===== src/design/scrm_pkg.sv =====
// Shared types, codes and constants for the SPI command master with CRC retry
package scrm_pkg;

  localparam int FIFO_DEPTH = 4;

  localparam logic OP_START = 1'b0;
  localparam logic OP_XFER  = 1'b1;

  localparam logic [1:0] KIND_TX     = 2'd0;
  localparam logic [1:0] KIND_DATA   = 2'd1;
  localparam logic [1:0] KIND_STATUS = 2'd2;

  localparam logic [7:0] RETRY_LIMIT_RESET = 8'd3;
  localparam logic [7:0] FILL_BYTE         = 8'hFF;
  localparam logic [7:0] END_BYTE          = 8'h00;
  localparam logic [7:0] CRC_POLY          = 8'h07;
  localparam logic [7:0] CNT_MAX           = 8'hFF;

  typedef struct packed {
    logic       op;
    logic [7:0] command;
    logic [7:0] read_length;
    logic [7:0] rx_byte;
    logic       transfer_failed;
  } item_t;

  typedef struct packed {
    logic [1:0] kind;
    logic [7:0] tx_byte;
    logic [7:0] data_byte;
    logic [7:0] data_index;
    logic       success;
    logic [7:0] retries_used;
    logic [7:0] hardware_failures;
    logic [7:0] crc_failures;
    logic       last;
  } result_t;

  // results caused by one input beat; res1 only used when two is set
  typedef struct packed {
    logic    two;
    result_t res0;
    result_t res1;
  } group_t;

endpackage


===== src/design/scrm_core.sv =====
// Input register, frame sequencer state, CRC-8 and result generation
module scrm_core (
  input  logic                clk,
  input  logic                rst,
  input  logic                cfg_wr_en,
  input  logic [7:0]          cfg_wr_data,
  input  logic                in_valid,
  input  scrm_pkg::item_t     in_item,
  output logic                pending,
  output logic                push,
  output scrm_pkg::group_t    group
);

  function automatic logic [7:0] crc8_step(input logic [7:0] crc, input logic [7:0] data);
    logic [7:0] v;
    v = crc ^ data;
    for (int k = 0; k < 8; k++) begin
      if (v[7]) begin
        v = {v[6:0], 1'b0} ^ scrm_pkg::CRC_POLY;
      end else begin
        v = {v[6:0], 1'b0};
      end
    end
    return v;
  endfunction

  function automatic scrm_pkg::result_t tx_res(input logic [7:0] b);
    scrm_pkg::result_t r;
    r = '0;
    r.kind    = scrm_pkg::KIND_TX;
    r.tx_byte = b;
    return r;
  endfunction

  function automatic scrm_pkg::result_t status_res(input logic ok, input logic [7:0] ru,
                                                   input logic [7:0] hw, input logic [7:0] cf);
    scrm_pkg::result_t r;
    r = '0;
    r.kind              = scrm_pkg::KIND_STATUS;
    r.success           = ok;
    r.retries_used      = ru;
    r.hardware_failures = hw;
    r.crc_failures      = cf;
    return r;
  endfunction

  logic            item_valid;
  scrm_pkg::item_t item;

  logic [7:0] retry_limit;
  logic       busy,           busy_next;
  logic [8:0] position,       position_next;
  logic [7:0] running_crc,    running_crc_next;
  logic [7:0] attempt,        attempt_next;
  logic [7:0] hw_fail_count,  hw_fail_count_next;
  logic [7:0] crc_fail_count, crc_fail_count_next;
  logic [7:0] held_command,   held_command_next;
  logic [7:0] held_length,    held_length_next;

  logic [7:0] att_inc;
  logic       do_fail;

  always_ff @(posedge clk) begin
    if (rst) begin
      item_valid <= 1'b0;
    end else begin
      item_valid <= in_valid;
    end
    if (in_valid) begin
      item <= in_item;
    end
  end

  always_ff @(posedge clk) begin
    if (rst) begin
      retry_limit <= scrm_pkg::RETRY_LIMIT_RESET;
    end else if (cfg_wr_en) begin
      retry_limit <= cfg_wr_data;
    end
  end

  always_comb begin
    busy_next           = busy;
    position_next       = position;
    running_crc_next    = running_crc;
    attempt_next        = attempt;
    hw_fail_count_next  = hw_fail_count;
    crc_fail_count_next = crc_fail_count;
    held_command_next   = held_command;
    held_length_next    = held_length;
    push                = 1'b0;
    group               = '0;
    do_fail             = 1'b0;
    att_inc             = attempt + 8'd1;

    if (item_valid) begin
      if (item.op == scrm_pkg::OP_START) begin
        push                = 1'b1;
        held_command_next   = item.command;
        held_length_next    = item.read_length;
        attempt_next        = '0;
        hw_fail_count_next  = '0;
        crc_fail_count_next = '0;
        position_next       = '0;
        running_crc_next    = '0;
        if (retry_limit == 8'd0) begin
          busy_next  = 1'b0;
          group.res0 = status_res(1'b0, 8'd0, 8'd0, 8'd0);
        end else begin
          busy_next  = 1'b1;
          group.res0 = tx_res(item.command);
        end
      end else if (busy) begin
        push = 1'b1;
        if (item.transfer_failed) begin
          if (hw_fail_count != scrm_pkg::CNT_MAX) begin
            hw_fail_count_next = hw_fail_count + 8'd1;
          end
          do_fail = 1'b1;
        end else if (position == 9'd0) begin
          running_crc_next = crc8_step(8'd0, held_command);
          position_next    = 9'd1;
          group.res0 = tx_res((held_length != 8'd0) ? scrm_pkg::FILL_BYTE
                                                     : scrm_pkg::END_BYTE);
        end else if (position <= {1'b0, held_length}) begin
          running_crc_next = crc8_step(running_crc, item.rx_byte);
          position_next    = position + 9'd1;
          group.two        = 1'b1;
          group.res0            = '0;
          group.res0.kind       = scrm_pkg::KIND_DATA;
          group.res0.data_byte  = item.rx_byte;
          group.res0.data_index = 8'(position - 9'd1);
          group.res1 = tx_res((position < {1'b0, held_length}) ? scrm_pkg::FILL_BYTE
                                                                : scrm_pkg::END_BYTE);
        end else if (item.rx_byte == running_crc) begin
          busy_next  = 1'b0;
          group.res0 = status_res(1'b1, attempt, hw_fail_count, crc_fail_count);
        end else begin
          if (crc_fail_count != scrm_pkg::CNT_MAX) begin
            crc_fail_count_next = crc_fail_count + 8'd1;
          end
          do_fail = 1'b1;
        end

        if (do_fail) begin
          attempt_next = att_inc;
          if (att_inc >= retry_limit) begin
            busy_next  = 1'b0;
            group.res0 = status_res(1'b0, att_inc, hw_fail_count_next, crc_fail_count_next);
          end else begin
            position_next    = '0;
            running_crc_next = '0;
            group.res0       = tx_res(held_command);
          end
        end
      end
    end

    if (group.two) begin
      group.res1.last = 1'b1;
    end else begin
      group.res0.last = 1'b1;
    end
  end

  always_ff @(posedge clk) begin
    if (rst) begin
      busy           <= 1'b0;
      position       <= '0;
      running_crc    <= '0;
      attempt        <= '0;
      hw_fail_count  <= '0;
      crc_fail_count <= '0;
      held_command   <= '0;
      held_length    <= '0;
    end else begin
      busy           <= busy_next;
      position       <= position_next;
      running_crc    <= running_crc_next;
      attempt        <= attempt_next;
      hw_fail_count  <= hw_fail_count_next;
      crc_fail_count <= crc_fail_count_next;
      held_command   <= held_command_next;
      held_length    <= held_length_next;
    end
  end

  assign pending = item_valid;

endmodule


===== src/design/scrm_res_fifo.sv =====
// Result queue: one group of up to two results per entry, one result per output beat
module scrm_res_fifo #(
  parameter int Depth = scrm_pkg::FIFO_DEPTH
) (
  input  logic                        clk,
  input  logic                        rst,
  input  logic                        push,
  input  scrm_pkg::group_t            group,
  output logic [$clog2(Depth+1)-1:0]  count,
  output logic                        out_valid,
  input  logic                        out_ready,
  output scrm_pkg::result_t           out_res
);

  localparam int PtrW = (Depth > 1) ? $clog2(Depth) : 1;
  localparam int CntW = $clog2(Depth + 1);

  scrm_pkg::group_t mem [Depth];
  logic [PtrW-1:0]  wr_ptr;
  logic [PtrW-1:0]  rd_ptr;
  logic             sel;
  logic             beat;
  logic             pop;

  assign out_valid = (count != '0);
  assign out_res   = sel ? mem[rd_ptr].res1 : mem[rd_ptr].res0;
  assign beat      = out_valid && out_ready;
  assign pop       = beat && (sel || !mem[rd_ptr].two);

  always_ff @(posedge clk) begin
    if (push) begin
      mem[wr_ptr] <= group;
    end
  end

  always_ff @(posedge clk) begin
    if (rst) begin
      wr_ptr <= '0;
      rd_ptr <= '0;
      count  <= '0;
      sel    <= 1'b0;
    end else begin
      if (push) begin
        wr_ptr <= (wr_ptr == PtrW'(Depth - 1)) ? '0 : wr_ptr + PtrW'(1);
      end
      if (pop) begin
        rd_ptr <= (rd_ptr == PtrW'(Depth - 1)) ? '0 : rd_ptr + PtrW'(1);
      end
      if (beat) begin
        sel <= !pop;
      end
      if (push && !pop) begin
        count <= count + CntW'(1);
      end else if (pop && !push) begin
        count <= count - CntW'(1);
      end
    end
  end

endmodule


===== src/design/spi_command_crc_retry_master.sv =====
// Top level of the SPI command master with CRC-8 check and frame retries
//
// s_* carries commands and transfer reports: tuser 0 starts a command (command,
// read_length used), tuser 1 reports one finished byte transfer (rx_byte,
// transfer_failed used). m_* returns results: tuser 0 is a byte to send next,
// 1 a received data byte with its index, 2 the final status; tlast marks the
// last result caused by an input beat. cfg_wr_en/cfg_wr_data write retry_limit.
// An accepted beat is registered in the input register, processed by the core and
// written into the result queue, from which its first result is presented.
// Throughput: one input beat per cycle while s_tready is high; output rate is one
// result per cycle while m_tready is high, so a data byte report (two results)
// holds the output for both. s_tready falls when the result queue, counting the
// beat in the input register, has no room left for another group; a stalled
// m_tready therefore backs up into s_tready after a few beats, with nothing lost.
// Reset clears the sequencer to idle, empties the queue and sets retry_limit
// to 3.
module spi_command_crc_retry_master #(
  parameter int FifoDepth = scrm_pkg::FIFO_DEPTH
) (
  input  logic        clk,
  input  logic        rst,
  input  logic        cfg_wr_en,
  input  logic [7:0]  cfg_wr_data,
  input  logic        s_tvalid,
  output logic        s_tready,
  input  logic [31:0] s_tdata,   // command, read_length, rx_byte, transfer_failed, pad
  input  logic        s_tuser,   // operation
  output logic        m_tvalid,
  input  logic        m_tready,
  // tx_byte, data_byte, data_index, success, retries_used, hardware_failures,
  // crc_failures, pad
  output logic [55:0] m_tdata,
  output logic [1:0]  m_tuser,   // kind
  output logic        m_tlast
);

  localparam int CntW = $clog2(FifoDepth + 1);

  scrm_pkg::item_t   in_item;
  scrm_pkg::group_t  group;
  scrm_pkg::result_t res;
  logic              pending;
  logic              push;
  logic [CntW-1:0]   count;

  assign in_item.op              = s_tuser;
  assign in_item.command         = s_tdata[7:0];
  assign in_item.read_length     = s_tdata[15:8];
  assign in_item.rx_byte         = s_tdata[23:16];
  assign in_item.transfer_failed = s_tdata[24];

  assign s_tready = ({1'b0, count} + (CntW+1)'(pending)) <= (CntW+1)'(FifoDepth - 1);

  scrm_core u_core (
    .clk         (clk),
    .rst         (rst),
    .cfg_wr_en   (cfg_wr_en),
    .cfg_wr_data (cfg_wr_data),
    .in_valid    (s_tvalid && s_tready),
    .in_item     (in_item),
    .pending     (pending),
    .push        (push),
    .group       (group)
  );

  scrm_res_fifo #(
    .Depth (FifoDepth)
  ) u_fifo (
    .clk       (clk),
    .rst       (rst),
    .push      (push),
    .group     (group),
    .count     (count),
    .out_valid (m_tvalid),
    .out_ready (m_tready),
    .out_res   (res)
  );

  assign m_tuser = res.kind;
  assign m_tlast = res.last;
  assign m_tdata = {7'd0, res.crc_failures, res.hardware_failures, res.retries_used,
                    res.success, res.data_index, res.data_byte, res.tx_byte};

endmodule

===== config.mk =====
export PLATFORM = sky130hd
export DESIGN_NAME = spi_command_crc_retry_master
export DESIGN_NICKNAME = d
export VERILOG_FILES = /design/src/design/scrm_pkg.sv /design/src/design/scrm_core.sv /design/src/design/scrm_res_fifo.sv /design/src/design/spi_command_crc_retry_master.sv
export SDC_FILE = /design/constraint.sdc
export NUM_CORES = 1
export LEC_CHECK = 0
export ABC_AREA = 1
export BUFFER_PORTS_ARGS = -buffer_cell sky130_fd_sc_hd__buf_4
export CAP_MARGIN = 20
export CORE_ASPECT_RATIO = 1.1
export CORE_UTILIZATION = 30
export CTS_CLUSTER_SIZE = 40
export DETAILED_ROUTE_END_ITERATION = 12
export GPL_TIMING_DRIVEN = 0
export SYNTH_ARGS = -nofsm -noshare
export SYNTH_HDL_FRONTEND = slang
export SYNTH_SLANG_ARGS = --single-unit

===== constraint.sdc =====
create_clock -name clk -period 4.9 [get_ports clk]
set_input_delay 0.245 -clock clk [delete_from_list [all_inputs] [get_ports clk]]
set_output_delay 0.245 -clock clk [all_outputs]
set_load 0.02 [all_outputs]

# ---- Word level (Yosys, flattened, before mapping)
# Memories as Yosys holds them, arrays and structs flattened. A register that Yosys moved wholly into a read port is not among the register bits.
# Index checks and enable logic that the tools add are counted.
dict set report totals {
  reg_bits 101
  ramBits 420
  input_bits 46
  out_inout_bits 61
  elab_cells 244
  n_memories 1
}
# memory depth word_bits rd rd_clocked_by_memory_dff wr line_no
set mem_list {}
lappend mem_list {u_fifo.mem 4 105 1 1 1 scrm_res_fifo.sv:18} ;# scrm_pkg::group_t mem [Depth];
dict set report classes {
  n_addsub 10
  order_cmp 4
  eq_ne 7
  mux 168
  bitwise_logic 18
  reduce_logical 17
}
# cell n
set op_table {}
lappend op_table {{$mux 8} 100}
lappend op_table {{$mux 52} 9}
lappend op_table {{$mux 105} 3}
lappend op_table {{$mux 50} 2}
lappend op_table {{$mux 9} 7}
lappend op_table {{$mux 3} 18}
lappend op_table {{$not 3->3} 16}
lappend op_table {{$mux 1} 25}
lappend op_table {{$add 8x1->8 const B} 3}
lappend op_table {{$ne 8x8->1 const B} 2}
lappend op_table {{$add 9x1->9 const B} 1}
lappend op_table {{$le 9x8->1} 1}
lappend op_table {{$logic_not 9->1} 1}
lappend op_table {{$lt 9x8->1} 1}
lappend op_table {{$eq 8x8->1} 1}
lappend op_table {{$ge 8x8->1} 1}
lappend op_table {{$logic_not 8->1} 1}
lappend op_table {{$mux 2} 4}
lappend op_table {{$reduce_bool 8->1} 1}
lappend op_table {{$sub 8x1->8 const B} 1}
lappend op_table {{$xor 8x8->8} 1}
lappend op_table {{$logic_and 1x1->1} 5}
lappend op_table {{$add 2x1->2 const B} 2}
lappend op_table {{$add 3x1->4} 1}
lappend op_table {{12 further kinds} 17}

# ---- Longest topological paths before layout
# Gate-level depths: netlist of run 1.
dict set report depth {
  ltp_word 66
  mapped_depth 18
  depth_no_buf 18
}

# ---- Cells and area by module
# A second synthesis of run 1 with hierarchy kept.
dict set report hier_totals {
  cells_unflattened 2157
  area_unflattened_um2 23227.3
}
# mod n_inst cells_each area_per_inst_um2 seq_area_each_um2
set modules_own_cells {}
lappend modules_own_cells {scrm_res_fifo 1 1247 16749.8 12812.3}
lappend modules_own_cells {scrm_core 1 896 6387.4 2122.0}
lappend modules_own_cells {spi_command_crc_retry_master 1 14 90.1 0.0}

# ---- Least setup slack after synthesis of run 1
# Ideal clock, no wire load.
dict set report synth_timing {
  path_type {register to register}
  startpoint {reg u_core.item[25] in the netlist's numbering}
  endpoint {mem u_fifo.mem[0][0] in the netlist's numbering (enable)}
  setup_ns 0.466
  arrival_ns 3.334
  required_time_ns 4.434
  setup_slack_ns 1.100
  stages_incl_launch_ff 5
  n_path_buf 1
  period_less_slack_ns 3.800
  cell_sequence {edfxtp_1 nor2_1 nor2_1 clkbuf_1 nor2_1}
}
dict set report synth_via {
  elab_chain_cells 4
}
# item line_no
set synth_rtl {}
lappend synth_rtl {{start, declared} scrm_core.sv:48} ;# scrm_pkg::item_t item;
lappend synth_rtl {{start signal, assigned} scrm_core.sv:70} ;# item <= in_item;
lappend synth_rtl {{$mux 1} scrm_core.sv:97} ;# if (item.op == scrm_pkg::OP_START) begin
lappend synth_rtl {{$mux 1} scrm_core.sv:96} ;# if (item_valid) begin
lappend synth_rtl {{$mux 1} scrm_res_fifo.sv:31} ;# if (push) begin
lappend synth_rtl {{$mux 1 (not written as such)} scrm_res_fifo.sv:32} ;# mem[wr_ptr] <= group;
lappend synth_rtl {{end, declared} scrm_res_fifo.sv:18}
# Every way passes these cells.

==> results.sh, run 1 <==
export IMPL_drive_above_1_share_pct=12.5
export IMPL_cts_root_buf="clkbuf_16"
export IMPL_n_antenna_cell=0
export IMPL_fin_nets=1741
export IMPL_numCtsBuffers=35
export IMPL_power_density_mw_per_mm2=493
export IMPL_vias_per_cell=4.79
export IMPL_globalplace_congestion=0.842
export IMPL_async_flop_share_pct=0
export IMPL_vias=11188
export IMPL_whs_ps=17.5
export IMPL_finalInstanceArea_mm2=0.0179
export IMPL_endpoint_kind="flop"
export IMPL_grt_pass1_wl_um=61000
export IMPL_yosysTopAreaCellShare_pct=49.7
export IMPL_critical_path_required_ps=5130
export IMPL_setup_viol=0
export IMPL_synth_cell_type_count=49
export IMPL_syn_area_mm2=0.0146
export IMPL_fin_worst_skew_ps=20.1
export IMPL_cp_arrival_ps=4180
export IMPL_p_leak_uw=0.00659
export IMPL_period_needed_ps=3950
export IMPL_critPathMaxFanout=8
export IMPL_clkSlewWorstSetupHoldPaths_ps=60
export IMPL_setup_worst_path_start_class="flop"
export IMPL_largest_reg_flops=216
export IMPL_hpwl_um=28200
export IMPL_rows=84
export IMPL_min_period_over_period_pct=80.7
export IMPL_routed_wl_um=39500
export IMPL_top_register="u_fifo.mem"
export IMPL_synth_seq_cells=319
export IMPL_dieArea_mm2=0.0497
export IMPL_rr_startpoint="u_core.attempt[0]"
export IMPL_worstSetupPathType="reg2reg"
export IMPL_area_growth_pct=22.4
export IMPL_nFillCells=4781
export IMPL_h_tree_depth=2
export IMPL_tightest_slew_ps=879
export IMPL_relSlewSlack_pct=41.3
export IMPL_fp_dieW_um=213
export IMPL_dpl_instance_area_mm2=0.0164
export IMPL_reg_largest_list="u_fifo.mem x216, u_core.item x26, u_core.position x9"
export IMPL_clkSinkCount=319
export IMPL_clkLatencyLatePin_ps=540
export IMPL_drv_cap=0
export IMPL_fmax_mhz=253
export IMPL_wl_per_cell_um=16.9
export IMPL_coreArea_mm2=0.0479
export IMPL_grt_overflow_total=0
export IMPL_start_util_pct=30.5
export IMPL_firstDrtPassIters=5
export IMPL_grt_max_degree=27
export IMPL_rsz0062_at_grt="no"
export IMPL_drc=0
export IMPL_netlist_instances=1487
export IMPL_first_global_vias=10852
export IMPL_grt_usage_pct=16.0
export IMPL_yosysWarnings=0
export IMPL_syn_avg_cell_area_um2=9.84
export IMPL_die_h_um=234
export IMPL_synth_edff_count=242
export IMPL_yosysSeqAreaShare_pct=60.2
export IMPL_slew_violations=0
export IMPL_synth_ff_type="edfxtp_1"
export IMPL_antenna_found_initial=0
export IMPL_ant_nets=0
export IMPL_final_hold_viol_count=0
export IMPL_endpoint="u_fifo.mem[3][67]"
export IMPL_run_status="completed"
export IMPL_r2r_end="u_fifo.mem[3][67]"
export IMPL_io_buffers=91
export IMPL_cts_tree="built"
export IMPL_hp_class="in2reg"
export IMPL_pin_count=107
export IMPL_peakVddDrop_v=0.000310
export IMPL_netlist_top_cells_area="edfxtp_1 (50%), dfxtp_1 (11%), nor2_1 (6.2%), o21ai_0 (5.4%), nand2_1 (4.9%)"
export IMPL_r2r_cells=16
export IMPL_worstSetupStartpoint="u_core.attempt[0]"
export IMPL_post_synth_top_area_cell="edfxtp_1"
export IMPL_cts_path_max_buffers=3
export IMPL_ff2ff_setup_slack_ps=950
export IMPL_first_iter_violations=774
routing by layer:
layer / track usage [%] / up-vias / wire (µm)
met1: 21.1 / 5287 / 17500
met3: 2.81 / 78 / 2520
met4: 6.23 / 0 / 1230
li1: - / 5481 / -
met2: 25.9 / 342 / 18300
met5: 0 / - / 0
metrics by stage:
stage	setup slack [ps]	util [%]	power, µW	cells	TNS (ps)
after floorplan	1100	-	4920	1493	0
after global placement	-1150	33.7	6120	2229	-243150
after detailed placement	1000	34.2	6180	2238	0
after CTS	952	37.4	8910	2334	0
after global routing	609	37.4	9260	2334	0
final	947	37.4	8820	2334	0
cell usage in the layout, fill, tap and decap left out, types with 14 or more instances in the layout:
cell type | Yosys | layout
ha_1 | 31 | 31
a21oi_1 | 143 | 143
clkbuf_16 | 0 | 36
o21ai_0 | 157 | 157
nand3_1 | 65 | 65
inv_1 | 103 | 103
buf_1 | 17 | 17
edfxtp_1 | 242 | 242
xor2_1 | 29 | 29
nand4_1 | 16 | 16
dlygate4sd3_1 | 0 | 33
nand2_1 | 191 | 191
nor2_1 | 240 | 235
buf_4 | 9 | 100
dfxtp_1 | 77 | 77
nor3_1 | 14 | 14
xnor2_1 | 18 | 18
clkbuf_1 | 41 | 45
worst min-delay path by stage:
stage	startpoint	end	slack, ps	depth (start not counted)
floorplan	s_tdata[24]	u_core.item[0]	340	0
global placement	s_tdata[12]	u_core.item[13]	430	1
detailed placement	s_tdata[4]	u_core.item[21]	420	1
CTS	cfg_wr_data[5]	u_core.retry_limit[5]	10	3
global route	cfg_wr_data[3]	u_core.retry_limit[3]	30	3
finish	cfg_wr_data[5]	u_core.retry_limit[5]	20	3
cell usage after synthesis (all sizes together), types with 18 or more instances:
library cell,count
nor2,245
nand2,200
edfxtp,242
xnor2,18
buf,32
ha,31
inv,117
dfxtp,77
a21oi,144
o21ai,161
clkbuf,41
xor2,29
nand3,68
cells by family (layout without fill, tap and decap cells):
kind of cell / Yosys count / after routing / share of synthesized area (%)
AND/OR/NAND/NOR: 557 / 557 / 16.4
buffers and inverters: 195 / 391 / 5.43
other: 1 / 7 / 0.0256
AO/OA/AOI/OAI: 336 / 336 / 12.3
adder cells (fa/ha/maj): 32 / 32 / 2.79
flip-flops: 319 / 319 / 60.2
XOR/XNOR: 47 / 47 / 2.81
critical path: stages, from the launching register on:
cell and delay, ps:
dfxtp_1 400, inv_1 130, nor3_1 290, nand3_1 170, nor2_1 120, nand2_1 70, xor2_1 170, inv_1 110
ha_1 330, nand4_1 100, inv_1 80, nand4_1 70, nand3_1 210, clkinv_1 370, nor2_4 280, inv_2 110
o21ai_0 620
power by group:
part           internal (µW)  switching, µW  leakage, µW
Combinational           1000           1960      0.00316
Clock                   1610           1090     0.000560
Sequential              3070           81.0      0.00287
final cells by class:
cell class | count | area [µm²] | share of cell area [%]
sequential | 319 | 8810 | 49.2
multi-input combinational | 979 | 5080 | 28.4
timing repair buffer | 133 | 1230 | 6.89
clock buffer | 40 | 916 | 5.12
tap | 645 | 807 | 4.51
inverter | 122 | 460 | 2.57
buffer | 73 | 334 | 1.87
clock inverter | 23 | 259 | 1.45
timing repair:
item | in CTS | in global routing
endpoints found under the hold margin | 30 | 0
resized for setup | 0 | 0
setup buffers | 0 | 0
hold buffers | 33 | 0
Power figures use the tool's default switching activity.
==> run 2: changes to the inputs <==
--- a/config.mk
+++ b/config.mk
@@ -5,7 +5,7 @@
 export SDC_FILE = /design/constraint.sdc
 export NUM_CORES = 1
 export LEC_CHECK = 0
-export ABC_AREA = 1
+export ABC_AREA = 0
 export BUFFER_PORTS_ARGS = -buffer_cell sky130_fd_sc_hd__buf_4
 export CAP_MARGIN = 20
 export CORE_ASPECT_RATIO = 1.1
==> constraint.sdc (replaced) <==
create_clock -name clk -period 3.4 [get_ports clk]
set_input_delay 0.17 -clock clk [delete_from_list [all_inputs] [get_ports clk]]
set_output_delay 0.17 -clock clk [all_outputs]
set_load 0.02 [all_outputs]
==> run 2 against run 1 <==
Sequential share of layout area rose by 1.2 points. Register-to-register slack got worse by 800 ps. Non-clock buffer count down 9. Critical path depth fell by 6. Core utilization down 0.13 points. Clock skew fell by 10 ps. Synthesized cell count fell by 26%. Global-route usage is 1.5 points lower. First-iteration DRC count fell by 12%. Critical endpoint is now u_fifo.mem[3][63]. Largest power group unchanged.
==> results.sh, run 2 <==
export IMPL_setup_viol=0
export IMPL_cts_path_max_buffers=3
export IMPL_syn_avg_cell_area_um2=13.0
export IMPL_min_path_cells=4
export IMPL_synth_fa_ha_area_share_pct=2.84
export IMPL_crit_chain="ha_1 > nand3_1 > xnor2_1 > ha_1 > nand2_1 > nor3_2 > a21oi_4 > nor2_2 > a21oi_1 > a311oi_1"
export IMPL_first_global_vias=9296
export IMPL_firstDrtPassIters=5
export IMPL_grt_overflow_total=0
export IMPL_peakVddDrop_v=0.000406
export IMPL_numCtsBuffers=31
export IMPL_dp_cells=1839
export IMPL_cts_root_buf="clkbuf_16"
export IMPL_min_to="u_core.position[3]"
export IMPL_worstSetupPathType="reg2reg"
export IMPL_endpoint_kind="flop"
export IMPL_cp_arrival_ps=3540
export IMPL_synth_ff_type="edfxtp_1"
export IMPL_dieArea_mm2=0.0487
export IMPL_top_register="u_fifo.mem"
export IMPL_period_needed_ps=3250
export IMPL_first_iter_violations=679
export IMPL_synth_top_family_by_area="simple AND/OR/NAND/NOR gates"
export IMPL_area_growth_pct=21.8
export IMPL_async_flop_share_pct=0
export IMPL_run_status="completed"
export IMPL_rsz0062_at_grt="yes"
export IMPL_slew_violations=0
export IMPL_netlist_instances=1103
export IMPL_netSwitchingFraction_pct=27.9
export IMPL_p_leak_uw=0.00596
export IMPL_relSlewSlack_pct=38.8
export IMPL_hp_class="in2reg"
export IMPL_globalplace_congestion=0.872
export IMPL_yosysTopAreaCellShare_pct=50.7
export IMPL_critical_path_slowest_cell="dfxtp_1"
export IMPL_netlist_top_cells_area="edfxtp_1 (51%), dfxtp_1 (11%), mux4_2 (8.5%), nand2_1 (3.2%), ha_1 (2.7%)"
export IMPL_final_hold_viol_count=0
export IMPL_largest_reg_flops=216
export IMPL_pin_count=107
export IMPL_clkLatencyLatePin_ps=570
export IMPL_pwr_share_comb_pct=23.1
export IMPL_critical_path_required_ps=3690
export IMPL_coreArea_mm2=0.0469
export IMPL_reg_largest_list="u_fifo.mem x216, u_core.item x26, u_core.position x9"
export IMPL_cp_slowest_stage_delay_ps=520
export IMPL_min_from="rst"
export IMPL_cts_tree="built"
export IMPL_r2r_cells=10
export IMPL_fin_nets=1351
export IMPL_power_density_mw_per_mm2=610
export IMPL_grt_pass1_wl_um=53900
export IMPL_synth_seq_cells=319
export IMPL_wl_per_cell_um=18.3
export IMPL_post_synth_top_area_cell="edfxtp_1"
export IMPL_rows=83
export IMPL_grt_usage_pct=14.5
export IMPL_cpMostUsedCell="ha_1"
export IMPL_ff2ff_setup_slack_ps=150
export IMPL_clkSinkCount=319
export IMPL_synth_xor_area_share_pct=3.05
export IMPL_n_antenna_cell=0
export IMPL_most_common_layout_cells="edfxtp_1 (242), nand2_1 (124), buf_4 (104), dfxtp_1 (76), a21oi_1 (67)"
export IMPL_synth_most_common_cell="edfxtp_1"
export IMPL_yosysSeqAreaShare_pct=61.4
export IMPL_power_switching_uw=2980
export IMPL_drive_above_1_share_pct=19.4
export IMPL_clockPowerShare_pct=34.6
export IMPL_h_tree_depth=1
export IMPL_syn_area_mm2=0.0143
export IMPL_start_util_pct=30.6
export IMPL_r2r_end="u_fifo.mem[3][63]"
export IMPL_tightest_slew_ps=917
export IMPL_min_period_over_period_pct=95.6
export IMPL_synthMuxAreaShare_pct=9.32
export IMPL_io_buffers=91
export IMPL_seq_area_mm2=0.00881
export IMPL_vias=9340
export IMPL_antenna_found_initial=0
export IMPL_routed_wl_um=35400
export IMPL_internal_power_uw=7690
export IMPL_fp_dieW_um=210
export IMPL_nFillCells=4572
export IMPL_seq_power_share_pct=42.3
export IMPL_hpwl_um=24400
export IMPL_synth_edff_count=242
export IMPL_critPathMaxFanout=10
export IMPL_multi_input_area_mm2=0.00520
export IMPL_final_common_cell="edfxtp_1"
export IMPL_grt_max_degree=55
export IMPL_fmax_mhz=308
export IMPL_ant_nets=0
export IMPL_rr_startpoint="u_core.attempt[0]"
export IMPL_clkSlewWorstSetupHoldPaths_ps=60
export IMPL_synth_simple_area_share_pct=11.8
export IMPL_vias_per_cell=4.83
export IMPL_drc=0
export IMPL_stdcell_count=1934
export IMPL_setup_worst_path_start_class="flop"
export IMPL_yosysWarnings=0
export IMPL_drv_cap=0
export IMPL_synth_top_cells_by_count="edfxtp_1 (242), nand2_1 (124), dfxtp_1 (77)"
export IMPL_p_total_uw=10700
export IMPL_synth_compound_area_share_pct=8.62
export IMPL_fin_worst_skew_ps=10.1
export IMPL_die_h_um=231
export IMPL_synth_cell_type_count=66
[run 2: cell types whose count changed in the layout (fill, tap and decap cells not counted), moves of 14 or more]
cell     previous run  this run
a21oi_1           143        67
mux4_2              0        54
xnor2_1            18        33
o21ai_0           157        30
nor2_1            235        51
and2_1              1        55
inv_1             103        29
a31oi_1             2        18
nand3_1            65        33
a22oi_1             0        14
nand2_1           191       124
[run 2: critical path: cells and delay by family, from the launching register on]
kind,cells,cell delay (ps)
DFF,1,520
adders and majority gates,2,660
AOI/OAI and AO/OA,3,750
xor gates and xnor gates,1,190
and+or+nand+nor,4,840
[run 2: layout make-up]
class,instances,share of cell area (%)
multi-input combinational,691,29.8
clock inverter,15,1.50
buffer,64,1.83
clock buffer,42,4.73
timing repair buffer,133,6.46
inverter,33,0.709
sequential,319,50.4
tap,637,4.56
[run 2: per-layer routing]
metal	share of wire, %	global-route usage, %	vias up	wire length [µm]
met2	50	25.4	215	17600
li1	-	-	4453	-
met1	43	18.1	4608	15200
met5	0	0	-	0
met4	3.1	5.62	0	1090
met3	4.2	1.94	64	1500
[run 2: how the worst max path moves through the flow]
stage | from | end | slack [ps] | depth (start not counted)
2_1_floorplan | u_core.attempt[2] | u_fifo.mem[0][70] | 280 | 12
3_3_place_gp | u_core.item[25] | u_fifo.mem[1][79] | -1090 | 6
3_5_place_dp | u_core.attempt[2] | u_fifo.mem[2][95] | -730 | 14
4_1_cts | u_core.attempt[2] | u_fifo.mem[1][74] | 7 | 12
5_1_grt | u_core.attempt[3] | u_fifo.mem[3][60] | -40 | 12
6_report | u_core.attempt[0] | u_fifo.mem[3][63] | 150 | 10
[run 2: repair_timing]
| item | CTS | global route |
|---|---|---|
| pin swaps | 1 | 0 |
| endpoints found under the setup margin | 188 | 142 |
| gates resized for setup | 19 | 8 |
| hold endpoints to repair | 36 | 0 |
| hold buffers | 36 | 0 |
| setup buffers | 4 | 0 |
[run 2: through the flow]
step | instance area [µm²] | hold WS, ps | setup WS, ps | setup TNS [ps] | utilization (%)
after floorplan | 14400 | 269 | 279 | 0 | -
after global placement | 15800 | 351 | -1090 | -298690 | 33.8
after detailed placement | 15900 | 350 | -734 | -68750 | 33.9
after CTS | 17500 | 10.6 | 6.82 | 0 | 37.2
after global routing | 17500 | 43.1 | -42.1 | -282 | 37.2
final | 17500 | 34.5 | 150 | 0 | 37.2
[run 2: cells by family after synthesis]
family | after synthesis
and+or+nand+nor | 346
DFF | 319
AOI/OAI and AO/OA | 190
buffers and inverters | 99
muxes | 66
xor gates and xnor gates | 50
adders and majority gates | 32
other | 1
[run 2: power by group through the flow]
stage	sequential, µW	combinational [µW]	clock [µW]
finish	4520	2460	3690
CTS	4500	2540	3770
global placement	4580	2440	0
floorplan	4540	1580	0
detailed placement	4580	2480	0
global route	4540	2690	3900
